**config.mk**
```make
export PLATFORM = sky130hd
export DESIGN_NAME = bfre_ram
export DESIGN_NICKNAME = d
export VERILOG_FILES = /design/src/rtl/core/bfre_ram.sv
export SDC_FILE = /design/constraint.sdc
export NUM_CORES = 1
export LEC_CHECK = 0
export BUFFER_PORTS_ARGS = -buffer_cell sky130_fd_sc_hd__buf_4
export CAP_MARGIN = 15
export CORE_AREA = 2 2 97 109
export CTS_CLUSTER_DIAMETER = 40
export DETAILED_ROUTE_END_ITERATION = 6
export DIE_AREA = 0 0 99 111
export HOLD_SLACK_MARGIN = 0.06
export PLACE_DENSITY = 0.74
export SYNTH_ARGS = -nofsm -noshare
export SYNTH_HDL_FRONTEND = slang
export SYNTH_SLANG_ARGS = --single-unit
```
**constraint.sdc**
```tcl
create_clock -name clock -period 1.5 [get_ports clock]
set_input_delay 0.15 -clock clock [delete_from_list [all_inputs] [get_ports clock]]
set_output_delay 0.15 -clock clock [all_outputs]
set_load 0.005 [all_outputs]
```
**src/rtl/core/bfre_ram.sv**
```systemverilog
// Generic single-write, single-read RAM with registered read data.
`timescale 1ns / 1ps

module bfre_ram #(
   parameter int WIDTH = 8,
   parameter int DEPTH = 16
) (
   input  logic                     clock,
   input  logic                     we,
   input  logic [$clog2(DEPTH)-1:0] waddr,
   input  logic [WIDTH-1:0]         wdata,
   input  logic                     re,
   input  logic [$clog2(DEPTH)-1:0] raddr,
   output logic [WIDTH-1:0]         rdata
);
   logic [WIDTH-1:0] mem [DEPTH];
   logic [WIDTH-1:0] rdata_ff;

   always_ff @(posedge clock) begin
      if (we) begin
         mem[waddr] <= wdata;
      end
      if (re) begin
         rdata_ff <= mem[raddr];
      end
   end

   assign rdata = rdata_ff;
endmodule

```
Word-level counts from Yosys, hierarchy flattened
Memory sizes are Yosys's and may differ from the RTL's. A register that Yosys moved wholly into a read port is not among the register bits.
Index checks and enable logic that the tools add are counted.
{"block": "word_totals", "register_bits": 0, "ramBits": 128, "inputBits": 19, "elab_cells": 3, "memories": 1}
{"name": "mem", "words": 16, "width": 8, "read_ports": 1, "rd_ports_with_merged_regs": 1, "write_ports": 1, "line_no": "16", "source": "logic [WIDTH-1:0] mem [DEPTH];"}
{"block": "classes", "mux": 2}
{"operator": "2-to-1 mux 1 bit", "n": 2}

Logic depth before layout (Yosys ltp)
{"block": "logic_depth", "depth_word": 2, "mapped_depth": 5, "mapped_depth_nobuf": 3}

Worst setup path after synthesis
OpenSTA, ideal clock, no wires.
{"block": "synth_path", "path_type": "input -> register", "from": "in waddr[2]", "to": "mem mem[0][0] (enable)", "setup_time_ns": 0.383, "arrival_ns": 1.260, "path_slack_ns": -0.143, "path_stages": 2, "cell_sequence": "or3b_2 > nor3_1"}
{"element": "start: declaration", "line_no": "10", "source": "input logic [$clog2(DEPTH)-1:0] waddr,"}
{"element": "end: declaration", "line_no": "16"}
Straight into the memory's write port.

==> impl_metrics.py <==
metrics = {
    "outcome": {
        "status": "complete, no violations",
    },
    "route": {
        "firstDrtPassIters": 5,
        "drtAntennaViolNets": 0,
        "drc": 0,
        "drt-initial-drc-count": 191,
        "vias": 2550,
        "via_per_inst": 5.849,
        "detail_route.wl_per_cell_um": 23.21,
        "wl_um": 10120,
    },
    "critical_path": {
        "r2r_start": "mem[2][1]",
        "path_class": "register to register",
        "path_delay_family": "multiplexers",
        "crit_chain": "mux4_1 > a22oi_2 > nand2_1",
        "cp.arrival_ps": 1610,
        "start_kind": "register",
        "cp_data_required_time_ps": 1660,
        "critical_path_peak_fanout": 1,
        "critPathMaxStageDelay_ps": 520,
        "slowest_stage": "mux4_1",
        "cp.buffers_inverters": 0,
        "startpoint": "mem[2][1]",
        "end_kind": "register",
    },
    "clock_network": {
        "tritoncts": "done",
        "clockBufferDepth": 2,
        "worstSkewPairLatency_ps": 410,
        "h-tree-depth": 4,
        "cts.sinks": 136,
        "clkSlewWorstSetupHoldPaths_ps": 60,
        "clock_tree.root_cell": "clkbuf_16",
        "cts_made_buffers": 17,
    },
    "power": {
        "leakage_nw": 2.165,
        "peakVddDrop_v": 0.0008298,
        "powerDensity_nw_per_um2": 1299,
    },
    "global_routing": {
        "grt_max_degree": 17,
        "overflow": 0,
        "grt_pass1_wl_um": 15510,
        "grt_pass1_vias": 2692,
        "antenna_found_initial": 0,
        "track_usage": 0.1997,
    },
    "floorplan": {
        "die_h_um": 111,
        "initial_core_util": 0.5226,
        "core_um2": 10000,
        "die_w_um": 99,
        "std_cell_rows": 39,
        "io_pins": 27,
        "die-area_um2": 10990,
    },
    "yosys": {
        "avgSynthCellArea_um2": 22.83,
        "synth-seq-cells": 136,
        "yosysTopAreaCellShare": 0.7812,
        "synth_top_cells_by_area": "edfxtp_1 (78%), mux4_2 (7.8%), mux4_1 (7.0%)",
        "syn-cell-area_um2": 5228,
        "synthCells": 229,
        "synth_cell_types": 18,
        "yosysSeqAreaShare": 0.7812,
        "synth_top_cell_by_area": "edfxtp_1",
        "syn-num-nets": 248,
        "yosysWarnings": 0,
    },
    "layout": {
        "layout-drive-gt1-share": 0.3323,
        "nets": 319,
        "fillerInstances": 640,
        "syn_to_final_growth_pct": 21.13,
        "n_antenna_cell": 0,
        "utilization": 0.6330,
    },
    "timing": {
        "fmax_mhz": 690.8,
        "max-slew-margin-rel": 0.4845,
        "tightestPinTransition_ps": 770.5,
        "final_hold_viol_count": 0,
        "skew_ps": 3.879,
        "setup_viol": 0,
        "finalCritPeriodShare": 0.9650,
        "finalSetupTns_ps": 0,
        "slew_viol_final": 0,
        "hold_slack_ps": 257.6,
        "min_period_ps": 1448,
    },
    "worst_hold_path": {
        "min_from": "waddr[0]",
        "hold_class": "primary input to register",
    },
    "placed_design": {
        "routabilityCongestion": 0.8302,
        "port_buffers": 26,
        "dpl.hpwl_um": 6494,
    },
    "job": {
        "max_cap_viol_count": 0,
    },
}
-- cells in the mapped netlist --
| master | instances |
|---|---|
| and2b_1 | 1 |
| or3b_2 | 1 |
| nor2b_1 | 1 |
| nand3_1 | 1 |
| mux4_1 | 14 |
| nand3b_1 | 2 |
| nor2_1 | 13 |
| buf_6 | 3 |
| a22oi_1 | 16 |
| buf_2 | 3 |
| mux4_2 | 18 |
| nand2_1 | 9 |
| and2_1 | 1 |
| clkdlybuf4s25_2 | 3 |
| buf_4 | 1 |
| nor3_1 | 4 |
| edfxtp_1 | 136 |
| nand2b_1 | 2 |
-- cells by family after synthesis --
kind of cell | Yosys count | synth area share
buf+inv | 10 | 0.01651
compound gates | 16 | 0.02298
flops | 136 | 0.7812
mux | 32 | 0.1479
simple gates | 35 | 0.03136
-- repair_timing --
item | in CTS | in global routing
pin swaps | 0 | 0
buffers inserted | 0 | 0
gates resized for setup | 1 | 5
cloned | 0 | 0
endpoints found under the hold margin | 122 | 0
hold buffers | 9 | 0
endpoints found under the setup margin | 1 | 5
-- through the flow --
step	cells	area [um^2]	setup slack, ps	power (W)
global route	436	6332	-13.06	0.008521
floorplan	229	5233	67.59	0.004595
global placement	395	5723	-225.9	0.004794
finish	436	6332	52.45	0.008227
CTS	436	6316	15.32	0.008272
detailed placement	395	5723	-260.1	0.004813
-- state kept, by name, indices dropped and copies added, names as in the netlist --
register,flops
mem,128
rdata,8
-- cells in the final DEF (no fill, tap or decap), types with 4 or more instances in the layout --
cell type / count
clkinv_1: 4
mux4_1: 13
a22oi_2: 5
clkinv_2: 6
nor2_1: 13
buf_4: 51
mux4_2: 19
clkbuf_16: 17
dlygate4sd3_1: 9
a22oi_1: 11
edfxtp_1: 136
nand2_1: 9
-- report_power, final --
part | switching [W] | leakage, nW | internal (W)
clock | 0.00140 | 0.247 | 0.00206
sequential | 0.0000267 | 1.24 | 0.00429
combinational | 0.000233 | 0.682 | 0.000221
total | 0.00166 | 2.16 | 0.00657
-- worst paths after layout --
path	endpoint	slack (ps)	cells after the start
max	rdata[1]	50	3
min	mem[4][6]	260	3
max reg2reg	rdata[1]	50	3
min reg2reg	rdata[4]	740	3
-- layout make-up --
cell class | count | area [um^2] | share of cell area
flip-flops and latches | 136 | 4084 | 0.6449
multi-input cells | 83 | 1084 | 0.1711
well taps | 123 | 153.9 | 0.02430
clock buffers | 20 | 436.7 | 0.06896
clock inverters | 12 | 61.31 | 0.009682
repair buffers | 62 | 513.0 | 0.08101
-- layer usage --
layer	part of all wire	routed length (um)	vias up	global-route usage
met5	0	0	-	0
met4	0.0083	84	0	0.06301
met3	0.056	570	6	0.07251
met2	0.52	5260	86	0.3167
met1	0.42	4204	1342	0.2607
li1	-	-	1116	-
-- tightest hold or removal path: stages --
cell    delay, ps
buf_4         120
nor3_1         50
buf_4         170
No activity file was read; power rests on OpenSTA's default activity.
