==> config.mk <==
export PLATFORM = sky130hd
export DESIGN_NAME = bfre_alu
export DESIGN_NICKNAME = d
export VERILOG_FILES = /design/src/rtl/core/bfre_pkg.sv /design/src/rtl/core/bfre_alu.sv
export SDC_FILE = /design/constraint.sdc
export NUM_CORES = 1
export LEC_CHECK = 0
export ABC_AREA = 1
export BUFFER_PORTS_ARGS = -buffer_cell sky130_fd_sc_hd__buf_4
export CAP_MARGIN = 20
export CORE_MARGIN = 2
export CORE_UTILIZATION = 55
export DETAILED_ROUTE_END_ITERATION = 10
export GPL_ROUTABILITY_DRIVEN = 0
export GPL_TIMING_DRIVEN = 0
export MAX_ROUTING_LAYER = met4
export PLACE_DENSITY = 0.84
export SLEW_MARGIN = 20
export SYNTH_ARGS = -nofsm -noshare
export SYNTH_HDL_FRONTEND = slang
export SYNTH_SLANG_ARGS = --single-unit
export TNS_END_PERCENT = 100
==> constraint.sdc <==
create_clock -name vclk -period 5.5
set_clock_uncertainty 0.2 [all_clocks]
set_input_delay 0.55 -clock vclk [all_inputs]
set_output_delay 0.55 -clock vclk [all_outputs]
set_load 0.01 [all_outputs]
==> src/rtl/core/bfre_pkg.sv <==
// Shared constants, codes and types of the Bellman-Ford relaxation engine.
`timescale 1ns / 1ps

package bfre_pkg;

   localparam int MAX_NODES = 1024;
   localparam int MAX_EDGES = 4096;

   localparam int NODE_W    = 10;
   localparam int NODE_AW   = $clog2(MAX_NODES);
   localparam int EDGE_AW   = $clog2(MAX_EDGES);
   localparam int ECNT_W    = $clog2(MAX_EDGES + 1);
   localparam int EIDX_W    = 12;
   localparam int DIST_W    = 32;
   localparam int SUM_W     = DIST_W + 1;
   localparam int WT_W      = 8;
   localparam int CMD_W     = 3;
   localparam int CSR_IDX_W = 2;
   localparam int CSR_W     = 10;

   localparam logic signed [DIST_W-1:0] DIST_INF = 32'sh7fff_ffff;
   localparam logic signed [DIST_W-1:0] DIST_MAX = 32'sh7fff_fffe;
   localparam logic signed [DIST_W-1:0] DIST_MIN = 32'sh8000_0000;

   typedef enum logic [CMD_W-1:0] {
      CMD_APPEND     = 3'd0,
      CMD_CLEAR      = 3'd1,
      CMD_RESET_DIST = 3'd2,
      CMD_RELAX      = 3'd3,
      CMD_READ       = 3'd4,
      CMD_SET_ACTIVE = 3'd5
   } cmd_type;

   typedef enum logic [CSR_IDX_W-1:0] {
      CSR_START_NODE = 2'd0,
      CSR_END_NODE   = 2'd1
   } csr_index_type;

   typedef struct packed {
      logic [NODE_W-1:0]      src;
      logic [NODE_W-1:0]      dst;
      logic signed [WT_W-1:0] wt;
      logic                   act;
   } edge_entry_type;

   typedef struct packed {
      logic                     pvalid;
      logic [NODE_W-1:0]        parent;
      logic signed [DIST_W-1:0] distance;
   } node_entry_type;

   localparam int EDGE_ENTRY_W = $bits(edge_entry_type);
   localparam int NODE_ENTRY_W = $bits(node_entry_type);

   typedef struct packed {
      logic [CMD_W-1:0]       command;
      logic [EIDX_W-1:0]      edge_index;
      logic [NODE_W-1:0]      from_node;
      logic [NODE_W-1:0]      to_node;
      logic signed [WT_W-1:0] edge_weight;
      logic                   edge_active;
      logic [NODE_W-1:0]      node_index;
   } req_item_type;

   typedef struct packed {
      logic                 we;
      logic [EDGE_AW-1:0]   waddr;
      edge_entry_type       wdata;
      logic                 re;
      logic [EDGE_AW-1:0]   raddr;
   } edge_ram_ctl_type;

   typedef struct packed {
      logic                 we;
      logic [NODE_AW-1:0]   waddr;
      node_entry_type       wdata;
      logic                 re;
      logic [NODE_AW-1:0]   raddr;
   } node_ram_ctl_type;

   typedef struct packed {
      logic signed [DIST_W-1:0] node_dist;
      logic signed [WT_W-1:0]   weight;
      logic signed [DIST_W-1:0] sum_held;
   } alu_in_type;

   typedef struct packed {
      logic signed [DIST_W-1:0] sum_sat;
      logic                     less;
   } alu_out_type;

endpackage

==> src/rtl/core/bfre_alu.sv <==
// Shared saturating adder and signed comparator used by the relaxation sequence.
`timescale 1ns / 1ps

module bfre_alu (
   input  bfre_pkg::alu_in_type  alu_in,
   output bfre_pkg::alu_out_type alu_out
);
   import bfre_pkg::*;

   logic signed [SUM_W-1:0] sum_wide;
   logic signed [SUM_W-1:0] hi_lim;
   logic signed [SUM_W-1:0] lo_lim;

   assign hi_lim   = SUM_W'(DIST_MAX);
   assign lo_lim   = SUM_W'(DIST_MIN);
   assign sum_wide = SUM_W'(alu_in.node_dist) + SUM_W'(alu_in.weight);

   always_comb begin
      if (sum_wide > hi_lim) begin
         alu_out.sum_sat = DIST_MAX;
      end else if (sum_wide < lo_lim) begin
         alu_out.sum_sat = DIST_MIN;
      end else begin
         alu_out.sum_sat = sum_wide[DIST_W-1:0];
      end
      alu_out.less = (alu_in.sum_held < alu_in.node_dist);
   end
endmodule

### After elaboration in Yosys (flattened, before gate mapping)

Cells that the tools add are included.

| word-level totals | value |
|---|---|
| logic and storage cells | 6 |
| register bits after elaboration | 0 |
| output and inout bits | 33 |
| input port bits | 72 |

| cells by class | value |
|---|---|
| muxes and demuxes | 2 |
| order comparisons | 3 |
| add/subtract/negate cells | 1 |

Operator list:

| kind | count |
|---|---|
| $mux 32 | 2 |
| $add 32x8->33 | 1 |
| $gt 33x32->1 const B | 1 |
| $lt 33x32->1 const B | 1 |
| $lt 32x32->1 | 1 |

### Longest topological paths before layout

| logic depth | value |
|---|---|
| word-level depth | 4 |
| mapped depth | 22 |
| depth with buffers taken out | 21 |

### Least setup slack after synthesis

Ideal clock, no wire load.

| timing | value |
|---|---|
| kind | input-to-output |
| start point | input alu_in[32] in the netlist's numbering |
| end point | output alu_out[12] in the netlist's numbering |
| buffers on the path | 1 |
| data arrival time | 2.548 ns |
| path slack | 2.202 ns |
| data required time | 4.750 ns |
| cell stages on the path | 21 |
| cell sequence | ha_1 -> inv_1 -> fa_1 -> inv_1 -> nand2_1 -> nand2_1 -> nand3_1 -> nand2_1 -> nand2_1 -> nand2_1 -> nand2_1 -> nand2_1 -> nand2_1 -> nand2_1 -> nor2_1 -> nand2_1 -> nor2_2 -> a21oi_1 -> nand2_2 -> buf_6 -> nand2_1 |

RTL lines:

| item | RTL line | text |
|---|---|---|
| start, declared | bfre_alu.sv:5 | `input bfre_pkg::alu_in_type alu_in,` |
| end, declared | bfre_alu.sv:6 | `output bfre_pkg::alu_out_type alu_out` |

==> results.yml <==
pwr:
  ir_drop_mv: 0.0724
  power.total_uw: 632
  powerDensity_nw_per_um2: 132
  leakagePower_nw: 3.12
finish:
  multiInputGateArea_um2: 3180
  fillers: 678
  drive_above_1_share_pct: 16.5
  syn_to_final_growth_pct: 23.5
  seq_cells: 0
  nClkBuffers: 0
  n_antenna_cell: 0
  seq_area_um2: 0
  fin_util_pct: 70.2
  num-nets-final: 1015
route:
  ant_nets: 0
  vias: 4919
  drc: 0
  via_per_inst: 5.06
  drtIter0Drc: 334
  first_pass_iters: 6
  drt-total-wl_mm: 11.2
  wire_per_inst_um: 11.5
critical_path:
  worstPathArrival_ns: 3.25
  end_kind: "primary output"
  critPathMaxStageDelay_ns: 0.40
  required_ns: 4.75
  critPathKind: "input port to primary output"
  crit_fanout: 10
  cp_slowest_cell: "fa_1"
  cp-start-kind: "input port"
  path_cells: "buf_4 -> ha_1 -> inv_1 -> fa_1 -> inv_1 -> nand3_1 -> nand2_1 -> nand3_1 -> nand3_1 -> nand2_1 -> nand2_1 -> nand2_1 -> a21oi_1 -> a21oi_2 -> nor2_1 -> inv_1 -> buf_2 -> nand3_1 -> nand2_2 -> buf_4"
synth:
  synthSimpleGateAreaFrac_pct: 52.5
  synth-xor-area-share_pct: 0.680
  synth-compound-area-share_pct: 8.26
  yosysWarningCount: 0
  netlist_top_cells_area: "nand2_1 29%, ha_1 20%, inv_1 16%"
  ys_types: 35
  synth_top_family_by_area: "simple AND/OR/NAND/NOR gates"
  synth_top_area_cell: "nand2_1"
  ys_seq_area_share_pct: 0
  synth.cell_area_um2: 3860
  syn-num-nets: 908
  yosysMostFrequentCell: "nand2_1"
  avgSynthCellArea_um2: 5.00
  muxShareOfSynthArea_pct: 0
  synth_top_area_share_pct: 28.6
  synthAdderAreaFrac_pct: 20.9
  synth_cells: 772
  synth_commonest_cells: "294 x nand2_1, 166 x inv_1, 63 x ha_1, 63 x nor2_1, 60 x nand3_1"
clock_tree:
  cts_resized: 0
  hold_buffers: 0
  cts_setup_buffers: 0
placed_design:
  hpwlAfterDp_mm: 10.0
  place.port_buffers: 105
die:
  die_y_um: 87.8
  num_io_pins: 105
  die_x_um: 87.8
  rows: 30
  die-area_um2: 7710
  core_um2: 6790
  start_util_pct: 56.9
global_routing:
  grt_pass1_vias: 4450
  overflow: 0
  grtUsageTotal_pct: 30.1
  antenna_found_initial: 0
  grt_max_degree: 26
  grt_pass1_wl_mm: 18.7
timing:
  tightestPinTransition_ns: 0.543
  hold_viol_final: 0
  hold_ws_ns: 1.39
  rsz0062_at_grt: "no"
  fin_tns_setup_ns: 0
  final-max-slew-violation-count: 0
  period_share_pct: 72.8
  max_freq_mhz: 250
  max_slew_margin_pct: 62.9
  layout_min_cycle_time_ns: 4.00
  setup_viol: 0
hold_path:
  holdPathEnd: "alu_out[0]"
  hp-start: "alu_in[31]"
  min_path_type: "input port to primary output"
  hold_path_depth: 4
outcome:
  status: "complete, no violations"
job:
  maxCapViolCount: 0
==> layout by cell type (no fill, tap or decap), drive strengths merged <==
cell type | synthesis | final
nand2 | 316 | 316
inv | 166 | 166
buf | 7 | 112
nor2 | 67 | 67
ha | 63 | 63
nand3 | 61 | 61
a21oi | 39 | 39
nand4 | 8 | 8
nor3 | 8 | 8
nand3b | 7 | 7
o21ai | 7 | 7
and2 | 5 | 5
o21bai | 2 | 2
xor2 | 2 | 2
or2 | 2 | 2
and3 | 1 | 1
a31oi | 1 | 1
a2111oi | 1 | 1
a21o | 1 | 1
o211ai | 1 | 1
o31ai | 1 | 1
nor4b | 1 | 1
o21a | 1 | 1
o221ai | 1 | 1
a221oi | 1 | 1
xnor2 | 1 | 1
fa | 1 | 1
==> cells by family after synthesis <==
| family | after synthesis |
|---|---|
| compound gates | 56 |
| buf+inv | 173 |
| fa+ha+maj | 64 |
| simple gates | 476 |
| xor+xnor | 3 |
==> layout make-up <==
type,instances,share of cell area (%)
timing repair buffer,105,16.5
tap,96,2.52
inverter,166,13.1
buffer,7,1.26
multi-input combinational,599,66.6
==> stage by stage <==
| step | cells | area, um2 | worst slack (ns) |
|---|---|---|---|
| 6_report | 973 | 4770 | 1.50 |
| 4_1_cts | 973 | 4770 | 1.60 |
| 3_3_place_gp | 973 | 4770 | 1.62 |
| 5_1_grt | 973 | 4770 | 1.27 |
| 2_1_floorplan | 772 | 3860 | 2.20 |
| 3_5_place_dp | 973 | 4770 | 1.61 |
==> critical path, delay by kind of cell <==
kind	cells	cell delay (ns)
simple gates	10	1.19
buf+inv	6	0.68
fa+ha+maj	2	0.57
compound gates	2	0.27
==> per-layer routing <==
metal | share of wire, % | vias up | track usage, %
met2 | 45 | 186 | 51.9
met3 | 8.5 | 14 | 2.64
li1 | - | 2594 | -
met5 | 0 | - | -
met4 | 0.88 | 0 | 4.20
met1 | 45 | 2125 | 39.2
==> how the worst max path moves through the flow <==
stage	start	slack, ns	to	cells after the start
2_1_floorplan	alu_in[32]	2.20	alu_out[12]	21
3_3_place_gp	alu_in[39]	1.62	alu_out[13]	17
3_5_place_dp	alu_in[39]	1.61	alu_out[13]	17
4_1_cts	alu_in[39]	1.60	alu_out[13]	17
5_1_grt	alu_in[39]	1.27	alu_out[18]	18
6_report	alu_in[32]	1.50	alu_out[10]	20
==> where the power goes <==
part | internal (mW) | switching [mW]
clock network | 0 | 0
registers | 0 | 0
logic | 0.266 | 0.366
total | 0.266 | 0.366
Power figures use the tool's default switching activity.
