--- config.mk ---
export PLATFORM = sky130hd
export DESIGN_NAME = bfre_ctrl_flat
export DESIGN_NICKNAME = d
export VERILOG_FILES = /design/src/rtl/core/bfre_pkg.sv /design/src/rtl/core/bfre_ifs.sv /design/src/rtl/core/bfre_ctrl.sv /design/src/flat_wrapper.sv
export SDC_FILE = /design/constraint.sdc
export NUM_CORES = 1
export LEC_CHECK = 0
export BUFFER_PORTS_ARGS = -buffer_cell sky130_fd_sc_hd__buf_2
export CORE_MARGIN = 10
export CORE_UTILIZATION = 45
export DETAILED_ROUTE_END_ITERATION = 10
export GPL_ROUTABILITY_DRIVEN = 0
export PLACE_DENSITY = 0.88
export SLEW_MARGIN = 20
export SYNTH_ARGS = -nofsm -noshare
export SYNTH_HDL_FRONTEND = slang
export SYNTH_SLANG_ARGS = --single-unit
--- constraint.sdc ---
create_clock -name clock -period 3.9 [get_ports clock]
set_input_delay 0.195 -clock clock [delete_from_list [all_inputs] [get_ports clock]]
set_output_delay 0.195 -clock clock [all_outputs]
set_load 0.03 [all_outputs]
--- src/rtl/core/bfre_pkg.sv ---
// Shared constants, codes and types of the Bellman-Ford relaxation engine.
`timescale 1ns / 1ps

package bfre_pkg;

   localparam int MAX_NODES = 1024;
   localparam int MAX_EDGES = 4096;

   localparam int NODE_W    = 10;
   localparam int NODE_AW   = $clog2(MAX_NODES);
   localparam int EDGE_AW   = $clog2(MAX_EDGES);
   localparam int ECNT_W    = $clog2(MAX_EDGES + 1);
   localparam int EIDX_W    = 12;
   localparam int DIST_W    = 32;
   localparam int SUM_W     = DIST_W + 1;
   localparam int WT_W      = 8;
   localparam int CMD_W     = 3;
   localparam int CSR_IDX_W = 2;
   localparam int CSR_W     = 10;

   localparam logic signed [DIST_W-1:0] DIST_INF = 32'sh7fff_ffff;
   localparam logic signed [DIST_W-1:0] DIST_MAX = 32'sh7fff_fffe;
   localparam logic signed [DIST_W-1:0] DIST_MIN = 32'sh8000_0000;

   typedef enum logic [CMD_W-1:0] {
      CMD_APPEND     = 3'd0,
      CMD_CLEAR      = 3'd1,
      CMD_RESET_DIST = 3'd2,
      CMD_RELAX      = 3'd3,
      CMD_READ       = 3'd4,
      CMD_SET_ACTIVE = 3'd5
   } cmd_type;

   typedef enum logic [CSR_IDX_W-1:0] {
      CSR_START_NODE = 2'd0,
      CSR_END_NODE   = 2'd1
   } csr_index_type;

   typedef struct packed {
      logic [NODE_W-1:0]      src;
      logic [NODE_W-1:0]      dst;
      logic signed [WT_W-1:0] wt;
      logic                   act;
   } edge_entry_type;

   typedef struct packed {
      logic                     pvalid;
      logic [NODE_W-1:0]        parent;
      logic signed [DIST_W-1:0] distance;
   } node_entry_type;

   localparam int EDGE_ENTRY_W = $bits(edge_entry_type);
   localparam int NODE_ENTRY_W = $bits(node_entry_type);

   typedef struct packed {
      logic [CMD_W-1:0]       command;
      logic [EIDX_W-1:0]      edge_index;
      logic [NODE_W-1:0]      from_node;
      logic [NODE_W-1:0]      to_node;
      logic signed [WT_W-1:0] edge_weight;
      logic                   edge_active;
      logic [NODE_W-1:0]      node_index;
   } req_item_type;

   typedef struct packed {
      logic                 we;
      logic [EDGE_AW-1:0]   waddr;
      edge_entry_type       wdata;
      logic                 re;
      logic [EDGE_AW-1:0]   raddr;
   } edge_ram_ctl_type;

   typedef struct packed {
      logic                 we;
      logic [NODE_AW-1:0]   waddr;
      node_entry_type       wdata;
      logic                 re;
      logic [NODE_AW-1:0]   raddr;
   } node_ram_ctl_type;

   typedef struct packed {
      logic signed [DIST_W-1:0] node_dist;
      logic signed [WT_W-1:0]   weight;
      logic signed [DIST_W-1:0] sum_held;
   } alu_in_type;

   typedef struct packed {
      logic signed [DIST_W-1:0] sum_sat;
      logic                     less;
   } alu_out_type;

endpackage

--- src/rtl/core/bfre_ifs.sv ---
// Request, response and register-write channel interfaces of the engine.
`timescale 1ns / 1ps

interface bfre_req_if;
   import bfre_pkg::*;
   logic                   valid;
   logic                   ready;
   logic [CMD_W-1:0]       command;
   logic [EIDX_W-1:0]      edge_index;
   logic [NODE_W-1:0]      from_node;
   logic [NODE_W-1:0]      to_node;
   logic signed [WT_W-1:0] edge_weight;
   logic                   edge_active;
   logic [NODE_W-1:0]      node_index;
   modport source (output valid, command, edge_index, from_node, to_node, edge_weight,
                   edge_active, node_index, input ready);
   modport sink (input valid, command, edge_index, from_node, to_node, edge_weight,
                 edge_active, node_index, output ready);
endinterface

interface bfre_rsp_if;
   import bfre_pkg::*;
   logic                     valid;
   logic                     ready;
   logic                     changed;
   logic signed [DIST_W-1:0] node_distance;
   logic [NODE_W-1:0]        node_parent;
   logic                     parent_valid;
   logic [ECNT_W-1:0]        edge_total;
   logic                     error;
   modport source (output valid, changed, node_distance, node_parent, parent_valid,
                   edge_total, error, input ready);
   modport sink (input valid, changed, node_distance, node_parent, parent_valid,
                 edge_total, error, output ready);
endinterface


--- src/rtl/core/bfre_ctrl.sv ---
// Command sequencer: edge walk, node clearing, table access and the response register.
`timescale 1ns / 1ps

module bfre_ctrl (
   input  logic                       clock,
   input  logic                       reset,
   bfre_req_if.sink                   req_ch,
   bfre_rsp_if.source                 rsp_ch,
   input  logic [bfre_pkg::NODE_W-1:0] start_node,
   input  logic [bfre_pkg::NODE_W-1:0] end_node,
   output bfre_pkg::edge_ram_ctl_type edge_ctl,
   input  bfre_pkg::edge_entry_type   edge_rd,
   output bfre_pkg::node_ram_ctl_type node_ctl,
   input  bfre_pkg::node_entry_type   node_rd,
   output bfre_pkg::alu_in_type       alu_in,
   input  bfre_pkg::alu_out_type      alu_out
);
   import bfre_pkg::*;

   typedef enum logic [10:0] {
      S_CLEAR  = 11'b000_0000_0001,
      S_IDLE   = 11'b000_0000_0010,
      S_DECODE = 11'b000_0000_0100,
      S_READ   = 11'b000_0000_1000,
      S_SETWR  = 11'b000_0001_0000,
      S_EDGE   = 11'b000_0010_0000,
      S_SRC    = 11'b000_0100_0000,
      S_DST    = 11'b000_1000_0000,
      S_CMP    = 11'b001_0000_0000,
      S_DONE   = 11'b010_0000_0000,
      S_SPARE  = 11'b100_0000_0000
   } state_type;

   state_type                state_ff, state_in;
   req_item_type             item_ff, item_in;
   logic [ECNT_W-1:0]        ecnt_ff, ecnt_in;
   logic [ECNT_W-1:0]        idx_ff, idx_in;
   logic [NODE_AW-1:0]       nidx_ff, nidx_in;
   logic [NODE_W-1:0]        clr_start_ff, clr_start_in;
   logic                     clr_reply_ff, clr_reply_in;
   logic signed [DIST_W-1:0] sum_ff, sum_in;
   logic                     res_changed_ff, res_changed_in;
   logic                     res_err_ff, res_err_in;
   node_entry_type           res_node_ff, res_node_in;
   logic                     rsp_valid_ff, rsp_valid_in;
   logic                     rsp_changed_ff, rsp_changed_in;
   logic signed [DIST_W-1:0] rsp_dist_ff, rsp_dist_in;
   logic [NODE_W-1:0]        rsp_parent_ff, rsp_parent_in;
   logic                     rsp_pvalid_ff, rsp_pvalid_in;
   logic [ECNT_W-1:0]        rsp_total_ff, rsp_total_in;
   logic                     rsp_err_ff, rsp_err_in;
   logic                     edge_skip;
   logic                     node_in_range;

   assign alu_in.node_dist = node_rd.distance;
   assign alu_in.weight    = edge_rd.wt;
   assign alu_in.sum_held  = sum_ff;

   assign req_ch.ready = (state_ff == S_IDLE);

   assign rsp_ch.valid         = rsp_valid_ff;
   assign rsp_ch.changed       = rsp_changed_ff;
   assign rsp_ch.node_distance = rsp_dist_ff;
   assign rsp_ch.node_parent   = rsp_parent_ff;
   assign rsp_ch.parent_valid  = rsp_pvalid_ff;
   assign rsp_ch.edge_total    = rsp_total_ff;
   assign rsp_ch.error         = rsp_err_ff;

   assign edge_skip = !edge_rd.act
                      || ((NODE_W + 1)'(edge_rd.src) >= (NODE_W + 1)'(MAX_NODES))
                      || ((NODE_W + 1)'(edge_rd.dst) >= (NODE_W + 1)'(MAX_NODES))
                      || (edge_rd.dst == start_node)
                      || (edge_rd.src == end_node);

   assign node_in_range = ((NODE_W + 1)'(item_ff.node_index) < (NODE_W + 1)'(MAX_NODES));

   always_comb begin
      state_in       = state_ff;
      item_in        = item_ff;
      ecnt_in        = ecnt_ff;
      idx_in         = idx_ff;
      nidx_in        = nidx_ff;
      clr_start_in   = clr_start_ff;
      clr_reply_in   = clr_reply_ff;
      sum_in         = sum_ff;
      res_changed_in = res_changed_ff;
      res_err_in     = res_err_ff;
      res_node_in    = res_node_ff;
      rsp_valid_in   = rsp_valid_ff && !rsp_ch.ready;
      rsp_changed_in = rsp_changed_ff;
      rsp_dist_in    = rsp_dist_ff;
      rsp_parent_in  = rsp_parent_ff;
      rsp_pvalid_in  = rsp_pvalid_ff;
      rsp_total_in   = rsp_total_ff;
      rsp_err_in     = rsp_err_ff;
      edge_ctl       = '0;
      node_ctl       = '0;

      unique case (state_ff)
         S_CLEAR: begin
            node_ctl.we             = 1'b1;
            node_ctl.waddr          = nidx_ff;
            node_ctl.wdata.pvalid   = 1'b0;
            node_ctl.wdata.parent   = '0;
            node_ctl.wdata.distance = (nidx_ff == NODE_AW'(clr_start_ff)) ? '0 : DIST_INF;
            if (nidx_ff == NODE_AW'(MAX_NODES - 1)) begin
               state_in = clr_reply_ff ? S_DONE : S_IDLE;
            end else begin
               nidx_in = nidx_ff + NODE_AW'(1);
            end
         end
         S_IDLE: begin
            if (req_ch.valid) begin
               item_in.command     = req_ch.command;
               item_in.edge_index  = req_ch.edge_index;
               item_in.from_node   = req_ch.from_node;
               item_in.to_node     = req_ch.to_node;
               item_in.edge_weight = req_ch.edge_weight;
               item_in.edge_active = req_ch.edge_active;
               item_in.node_index  = req_ch.node_index;
               res_changed_in      = 1'b0;
               res_err_in          = 1'b0;
               res_node_in         = '0;
               state_in            = S_DECODE;
            end
         end
         S_DECODE: begin
            unique case (cmd_type'(item_ff.command))
               CMD_APPEND: begin
                  if (ecnt_ff < ECNT_W'(MAX_EDGES)) begin
                     edge_ctl.we        = 1'b1;
                     edge_ctl.waddr     = ecnt_ff[EDGE_AW-1:0];
                     edge_ctl.wdata.src = item_ff.from_node;
                     edge_ctl.wdata.dst = item_ff.to_node;
                     edge_ctl.wdata.wt  = item_ff.edge_weight;
                     edge_ctl.wdata.act = item_ff.edge_active;
                     ecnt_in            = ecnt_ff + ECNT_W'(1);
                  end else begin
                     res_err_in = 1'b1;
                  end
                  state_in = S_DONE;
               end
               CMD_CLEAR: begin
                  ecnt_in  = '0;
                  state_in = S_DONE;
               end
               CMD_RESET_DIST: begin
                  clr_start_in = start_node;
                  clr_reply_in = 1'b1;
                  nidx_in      = '0;
                  state_in     = S_CLEAR;
               end
               CMD_RELAX: begin
                  idx_in   = '0;
                  state_in = S_EDGE;
               end
               CMD_READ: begin
                  if (node_in_range) begin
                     node_ctl.re    = 1'b1;
                     node_ctl.raddr = NODE_AW'(item_ff.node_index);
                     state_in       = S_READ;
                  end else begin
                     res_node_in.distance = DIST_INF;
                     res_err_in           = 1'b1;
                     state_in             = S_DONE;
                  end
               end
               CMD_SET_ACTIVE: begin
                  if (ECNT_W'(item_ff.edge_index) < ecnt_ff) begin
                     edge_ctl.re    = 1'b1;
                     edge_ctl.raddr = EDGE_AW'(item_ff.edge_index);
                     state_in       = S_SETWR;
                  end else begin
                     res_err_in = 1'b1;
                     state_in   = S_DONE;
                  end
               end
               default: begin
                  state_in = S_DONE;
               end
            endcase
         end
         S_READ: begin
            res_node_in = node_rd;
            state_in    = S_DONE;
         end
         S_SETWR: begin
            edge_ctl.we        = 1'b1;
            edge_ctl.waddr     = EDGE_AW'(item_ff.edge_index);
            edge_ctl.wdata     = edge_rd;
            edge_ctl.wdata.act = item_ff.edge_active;
            state_in           = S_DONE;
         end
         S_EDGE: begin
            if (idx_ff < ecnt_ff) begin
               edge_ctl.re    = 1'b1;
               edge_ctl.raddr = idx_ff[EDGE_AW-1:0];
               state_in       = S_SRC;
            end else begin
               state_in = S_DONE;
            end
         end
         S_SRC: begin
            if (edge_skip) begin
               idx_in   = idx_ff + ECNT_W'(1);
               state_in = S_EDGE;
            end else begin
               node_ctl.re    = 1'b1;
               node_ctl.raddr = NODE_AW'(edge_rd.src);
               state_in       = S_DST;
            end
         end
         S_DST: begin
            if (node_rd.distance == DIST_INF) begin
               idx_in   = idx_ff + ECNT_W'(1);
               state_in = S_EDGE;
            end else begin
               sum_in         = alu_out.sum_sat;
               node_ctl.re    = 1'b1;
               node_ctl.raddr = NODE_AW'(edge_rd.dst);
               state_in       = S_CMP;
            end
         end
         S_CMP: begin
            if (alu_out.less) begin
               node_ctl.we             = 1'b1;
               node_ctl.waddr          = NODE_AW'(edge_rd.dst);
               node_ctl.wdata.pvalid   = 1'b1;
               node_ctl.wdata.parent   = edge_rd.src;
               node_ctl.wdata.distance = sum_ff;
               res_changed_in          = 1'b1;
            end
            idx_in   = idx_ff + ECNT_W'(1);
            state_in = S_EDGE;
         end
         S_DONE: begin
            if (!rsp_valid_ff || rsp_ch.ready) begin
               rsp_valid_in   = 1'b1;
               rsp_changed_in = res_changed_ff;
               rsp_dist_in    = res_node_ff.distance;
               rsp_parent_in  = res_node_ff.pvalid ? res_node_ff.parent : '0;
               rsp_pvalid_in  = res_node_ff.pvalid;
               rsp_total_in   = ecnt_ff;
               rsp_err_in     = res_err_ff;
               clr_reply_in   = 1'b0;
               state_in       = S_IDLE;
            end
         end
         default: begin
            state_in = S_IDLE;
         end
      endcase
   end

   always_ff @(posedge clock) begin
      if (reset) begin
         state_ff     <= S_CLEAR;
         ecnt_ff      <= '0;
         nidx_ff      <= '0;
         clr_start_ff <= '0;
         clr_reply_ff <= 1'b0;
         rsp_valid_ff <= 1'b0;
      end else begin
         state_ff     <= state_in;
         ecnt_ff      <= ecnt_in;
         nidx_ff      <= nidx_in;
         clr_start_ff <= clr_start_in;
         clr_reply_ff <= clr_reply_in;
         rsp_valid_ff <= rsp_valid_in;
      end
   end

   always_ff @(posedge clock) begin
      item_ff        <= item_in;
      idx_ff         <= idx_in;
      sum_ff         <= sum_in;
      res_changed_ff <= res_changed_in;
      res_err_ff     <= res_err_in;
      res_node_ff    <= res_node_in;
      rsp_changed_ff <= rsp_changed_in;
      rsp_dist_ff    <= rsp_dist_in;
      rsp_parent_ff  <= rsp_parent_in;
      rsp_pvalid_ff  <= rsp_pvalid_in;
      rsp_total_ff   <= rsp_total_in;
      rsp_err_ff     <= rsp_err_in;
   end
endmodule

--- src/flat_wrapper.sv ---
// flat-port wrapper written by rule: the top's interface ports become plain ports
module bfre_ctrl_flat import bfre_pkg::*;
  (clock, reset, start_node, end_node, edge_ctl, edge_rd, node_ctl, node_rd, alu_in, alu_out, req_ch_valid, req_ch_command, req_ch_edge_index, req_ch_from_node, req_ch_to_node, req_ch_edge_weight, req_ch_edge_active, req_ch_node_index, req_ch_ready, rsp_ch_valid, rsp_ch_changed, rsp_ch_node_distance, rsp_ch_node_parent, rsp_ch_parent_valid, rsp_ch_edge_total, rsp_ch_error, rsp_ch_ready);
  bfre_req_if req_ch_i ();
  bfre_rsp_if rsp_ch_i ();
  input  logic clock;
  input  logic reset;
  input  logic [bfre_pkg::NODE_W-1:0] start_node;
  input  logic [bfre_pkg::NODE_W-1:0] end_node;
  output bfre_pkg::edge_ram_ctl_type edge_ctl;
  input  bfre_pkg::edge_entry_type edge_rd;
  output bfre_pkg::node_ram_ctl_type node_ctl;
  input  bfre_pkg::node_entry_type node_rd;
  output bfre_pkg::alu_in_type alu_in;
  input  bfre_pkg::alu_out_type alu_out;
  input wire logic [$bits(req_ch_i.valid)-1:0] req_ch_valid;
  input wire logic [$bits(req_ch_i.command)-1:0] req_ch_command;
  input wire logic [$bits(req_ch_i.edge_index)-1:0] req_ch_edge_index;
  input wire logic [$bits(req_ch_i.from_node)-1:0] req_ch_from_node;
  input wire logic [$bits(req_ch_i.to_node)-1:0] req_ch_to_node;
  input wire logic [$bits(req_ch_i.edge_weight)-1:0] req_ch_edge_weight;
  input wire logic [$bits(req_ch_i.edge_active)-1:0] req_ch_edge_active;
  input wire logic [$bits(req_ch_i.node_index)-1:0] req_ch_node_index;
  output wire logic [$bits(req_ch_i.ready)-1:0] req_ch_ready;
  output wire logic [$bits(rsp_ch_i.valid)-1:0] rsp_ch_valid;
  output wire logic [$bits(rsp_ch_i.changed)-1:0] rsp_ch_changed;
  output wire logic [$bits(rsp_ch_i.node_distance)-1:0] rsp_ch_node_distance;
  output wire logic [$bits(rsp_ch_i.node_parent)-1:0] rsp_ch_node_parent;
  output wire logic [$bits(rsp_ch_i.parent_valid)-1:0] rsp_ch_parent_valid;
  output wire logic [$bits(rsp_ch_i.edge_total)-1:0] rsp_ch_edge_total;
  output wire logic [$bits(rsp_ch_i.error)-1:0] rsp_ch_error;
  input wire logic [$bits(rsp_ch_i.ready)-1:0] rsp_ch_ready;
  assign req_ch_i.valid = req_ch_valid;
  assign req_ch_i.command = req_ch_command;
  assign req_ch_i.edge_index = req_ch_edge_index;
  assign req_ch_i.from_node = req_ch_from_node;
  assign req_ch_i.to_node = req_ch_to_node;
  assign req_ch_i.edge_weight = req_ch_edge_weight;
  assign req_ch_i.edge_active = req_ch_edge_active;
  assign req_ch_i.node_index = req_ch_node_index;
  assign req_ch_ready = req_ch_i.ready;
  assign rsp_ch_valid = rsp_ch_i.valid;
  assign rsp_ch_changed = rsp_ch_i.changed;
  assign rsp_ch_node_distance = rsp_ch_i.node_distance;
  assign rsp_ch_node_parent = rsp_ch_i.node_parent;
  assign rsp_ch_parent_valid = rsp_ch_i.parent_valid;
  assign rsp_ch_edge_total = rsp_ch_i.edge_total;
  assign rsp_ch_error = rsp_ch_i.error;
  assign rsp_ch_i.ready = rsp_ch_ready;
  bfre_ctrl u_core (.clock(clock), .reset(reset), .req_ch(req_ch_i), .rsp_ch(rsp_ch_i), .start_node(start_node), .end_node(end_node), .edge_ctl(edge_ctl), .edge_rd(edge_rd), .node_ctl(node_ctl), .node_rd(node_rd), .alu_in(alu_in), .alu_out(alu_out));
endmodule
# Word level (Yosys, flattened, before mapping)
# Index checks and enable logic that the tools add are counted.
# word_totals
output_inout_bits	252
ff_bits	248
word_cells	142
# classes
n_reduce_logical	28
muxes	48
order_cmp	3
bitwise	1
addsub	3
n_eq_ne	33
# ops
op	count
54-bit case mux with 2 select lines	1
11-bit case mux with 9 select lines	1
13-bit 2-to-1 mux	7
42-bit 2-to-1 mux	2
42-bit case mux with 2 select lines	1
11-bit 2-to-1 mux	6
32-bit case mux with 2 select lines	1
54-bit 2-to-1 mux	1
13-bit case mux with 2 select lines	2
13-bit case mux with 4 select lines	1
10-bit 2-to-1 mux	5
43-bit 2-to-1 mux	1
10-bit case mux with 4 select lines	1
11-bit case mux with 3 select lines	1
32-bit equality test (second input constant)	1
31-bit 2-to-1 mux	1
10-bit equality test	3
13-bit by 1-bit adder with 13-bit output (second input constant)	2
11-bit case mux with 2 select lines	1
10-bit case mux with 2 select lines	1
3-bit AND reduction	5
12-bit by 13-bit < comparator with 1-bit output	1
13-bit < comparator	1
13-bit < comparator (second input constant)	1
other kinds (33)	68

# Depth between registers and ports, before layout
# depth
depth_word	5
ltp_mapped	9
mapped_depth_nobuf	7

# Worst setup path before layout
# Ideal clock, no wire load.
# synth_timing
path_kind	flip-flop to flip-flop
from	register u_core.state_ff[3]
to	register u_core.rsp_changed_ff, in the netlist u_core.rsp_ch.changed (enable)
stages_incl_launch_ff	5
setup_time_ns	0.482
required_time_ns	3.418
synth_period_minus_slack_ns	4.170
setup_slack_ns	-0.270
arrival_ns	3.689
cell_sequence	dfxtp_1 buf_2 nor4_2 nand4_1 nor2b_1
# synth_via
elab_chain_cells	2
# synth_lines
item	line	text
from (decl)	bfre_ctrl.sv:34	state_type state_ff, state_in;
from (signal assigned)	bfre_ctrl.sv:264	state_ff <= state_in;
11-bit by 10-bit equality test with 1-bit output	bfre_ctrl.sv:99	unique case (state_ff)
2-bit AND reduction (no line)	n/a	
to (signal assigned)	bfre_ctrl.sv:280	rsp_changed_ff <= rsp_changed_in;
to (decl)	bfre_ctrl.sv:46	logic rsp_changed_ff, rsp_changed_in;
# No other way between the ends.
# A chain may end at the register's enable or synchronous reset.

==> out/results.ini <==
[outcome]
status = finished, final reports clean

[clock_tree]
cts.clk_slew.worst_paths_ns = 0.07
cts_buffer_depth = 3
cts.sinks = 247
cts_tree = built
post-cts-setup-buffer-count = 0
cts_resized = 0
cts_root_buf = clkbuf_16
h-tree-depth = 1
clock_latency_ns = 0.53
cts_buffers = 27
hold_buffers = 125

[logic_synthesis]
synth_top_area_share_pct = 52.99
ys_warn_count = 0
ys_types = 65
yosysTopAreaCell = edfxtp_1
synth.cell_area_mm2 = 0.01145
synth-edff-count = 202
syn_nets = 1113
synthesis.instances = 904
yosysMostFrequentCell = edfxtp_1
synth-seq-cells = 247
ys.flop_type = edfxtp_1
yosysSeqAreaShare_pct = 60.86
synth_area_leaders = edfxtp_1, dfxtp_1, a22o_1, and2_1, a21o_1
synth.avg_cell_area_um2 = 12.66
yosys-top-cells-count = edfxtp_1, a22o_1, and2_1
synthArstFlopShare_pct = 0

[setup_path]
crit_arrival_ns = 3.37
worstSetupPathType = flop to primary output
crit_path_max_fanout = 13
cp-end-kind = primary output
required_ns = 3.70
crit_path_start_kind = flop

[drt]
met2WireLength_um = 19660
vias_per_cell = 5.646
met1_length_um = 14710
routed.top_layer = met5
wl_per_cell_um = 23.19
finalWirelength_um = 41150
antenna_left = 0
drc_errors = 0
wl_met3_um = 4848
vias = 10020
firstDrtPassIters = 8
first_iter_violations = 857

[final_layout]
drive_gt1_share_pct = 35.60
final-seq-area_mm2 = 0.006967
nNetsFinal = 1631
final_area_mm2 = 0.01585
multi_input_area_mm2 = 0.003945
fillers = 1815
area_delta_synth_final_pct = 38.43

[worst_hold_path]
min_path_type = input pin to flop

[timing]
hold_viol = 0
fin_tns_setup_ns = 0
worst_pin_slew_ns = 1.079
fmax_ghz = 0.2806
period_share_pct = 91.39
layout_setup_ws_ns = 0.3359
maxSlewHeadroom_pct = 27.93
rsz0062_at_grt = false
period_needed_ns = 3.564
finalSetupViolations = 0
fin_skew_ns = 0.01347
slew_viol_final = 0

[floorplan]
die_area_mm2 = 0.03222
fp.dieW_um = 179.5
coreArea_mm2 = 0.02511
initial_core_util_pct = 45.59
die_y_um = 179.5
rows = 58
ios = 435

[global_route]
grt_max_degree = 58
grt_pass1_vias = 10310
grt_use_total_pct = 23.96
grt_antenna_before_repair = 4
grt_overflow = 0
grt_first_pass_wirelength_um = 61820

[place]
hpwlAfterDp_um = 28850
dpl_cell_area_mm2 = 0.01370
port_buffers = 434
post-place-ws_ns = 0.9420

[power]
p_leak_nw = 6.855
p_total_mw = 7.029
ir_drop_mv = 0.6359
power.density_mw_per_mm2 = 443.6

[flow_run]
drv_cap = 0

-- area by class of cell --
cell class	count	area share [%]
Antenna cell	3	0.04737
Inverter	19	0.4501
Sequential cell	247	43.96
Multi-Input combinational cell	552	24.90
Tap cell	330	2.606
Timing Repair Buffer	575	22.44
Clock inverter	14	1.169
Clock buffer	34	4.430
-- worst max-delay path, stage by stage (launching register included) --
cell	delay (ns)
dfxtp_1	0.51
inv_1	0.15
ha_1	0.30
nand2_1	0.06
or4b_2	0.67
o32ai_1	0.37
nor3_1	0.13
buf_4	0.20
or2_2	0.27
buf_2	0.18
-- through the flow --
| stage | hold slack [ns] | utilization, % | cells |
|---|---|---|---|
| 3_5_place_dp | 0.3731 | 54.56 | 1598 |
| 3_3_place_gp | 0.3718 | 54.56 | 1598 |
| 5_1_grt | 0.02113 | 63.11 | 1774 |
| 6_report | 0.01760 | 63.11 | 1774 |
| 4_1_cts | 0.0006416 | 63.08 | 1771 |
| 2_1_floorplan | 0.2735 | - | 904 |
-- path summary, 6_finish.rpt --
kind | start | slack, ns | cells past startpoint | end
setup / recovery | u_core.ecnt_ff[7]$_SDFFE_PP0P_ | 0.34 | 9 | edge_ctl[12]
setup reg to reg | u_core.state_ff[2]$_SDFFE_PP0P_ | 1.06 | 5 | u_core.nidx_ff[9]$_SDFFE_PP0P_
hold reg to reg | u_core.res_err_ff$_DFFE_PP_ | 0.42 | 0 | u_core.rsp_ch.error$_DFFE_PP_
hold / removal | node_rd[31] | 0.02 | 2 | u_core.res_node_ff[31]$_SDFFCE_PN0P_
-- flip-flops by register name (all words and copies together), names as in the netlist, 10 cells and up --
signal and count:
u_core.clr_start_ff 10, u_core.res_node_ff 43, u_core.item_ff 54, u_core.idx_ff 13, u_core.rsp_ch.node_parent 10, u_core.rsp_ch.node_distance 32, u_core.rsp_ch.edge_total 13, u_core.state_ff 10
u_core.ecnt_ff 13, u_core.nidx_ff 10, u_core.sum_ff 32
-- layout by cell type, fill, tap and decap left out, types with 5 or more instances in the layout --
cell type,count
a21o_1,45
a21oi_1,34
a22o_1,72
and2_1,61
and3_1,21
buf_2,434
buf_4,15
clkbuf_1,7
clkbuf_16,27
clkinv_2,5
dfxtp_1,45
dlygate4sd3_1,125
edfxtp_1,202
ha_1,26
inv_1,18
nand2_1,37
nand2b_1,6
nand3_1,16
nand4_1,24
nor2_1,35
nor3_1,17
nor3b_1,6
nor4_1,8
o21ai_0,10
o31ai_1,6
or3_1,5
or4_1,11
xnor2_1,34
xor2_1,21
-- power by group --
| part | switching, mW | internal (mW) | leakage (nW) | total (mW) |
|---|---|---|---|---|
| sequential | 0.0319 | 2.85 | 2.25 | 2.88 |
| combinational | 1.04 | 0.533 | 4.18 | 1.57 |
| clock | 1.04 | 1.54 | 0.426 | 2.58 |
-- metal layers --
| layer | vias to the layer above | GRT usage (%) |
|---|---|---|
| li1 | 4412 | - |
| met4 | 2 | 10.88 |
| met2 | 769 | 40.88 |
| met1 | 4689 | 26.88 |
| met5 | - | 0 |
| met3 | 144 | 7.590 |
-- logic make-up after synthesis --
family	share of synthesized area [%]
compound gates	12.62
fa+ha+maj	2.842
mux	0.08744
flops	60.86
xor+xnor	4.208
simple gates	14.29
buf+inv	5.093
Note: power is estimated with default switching activity, not from simulation.
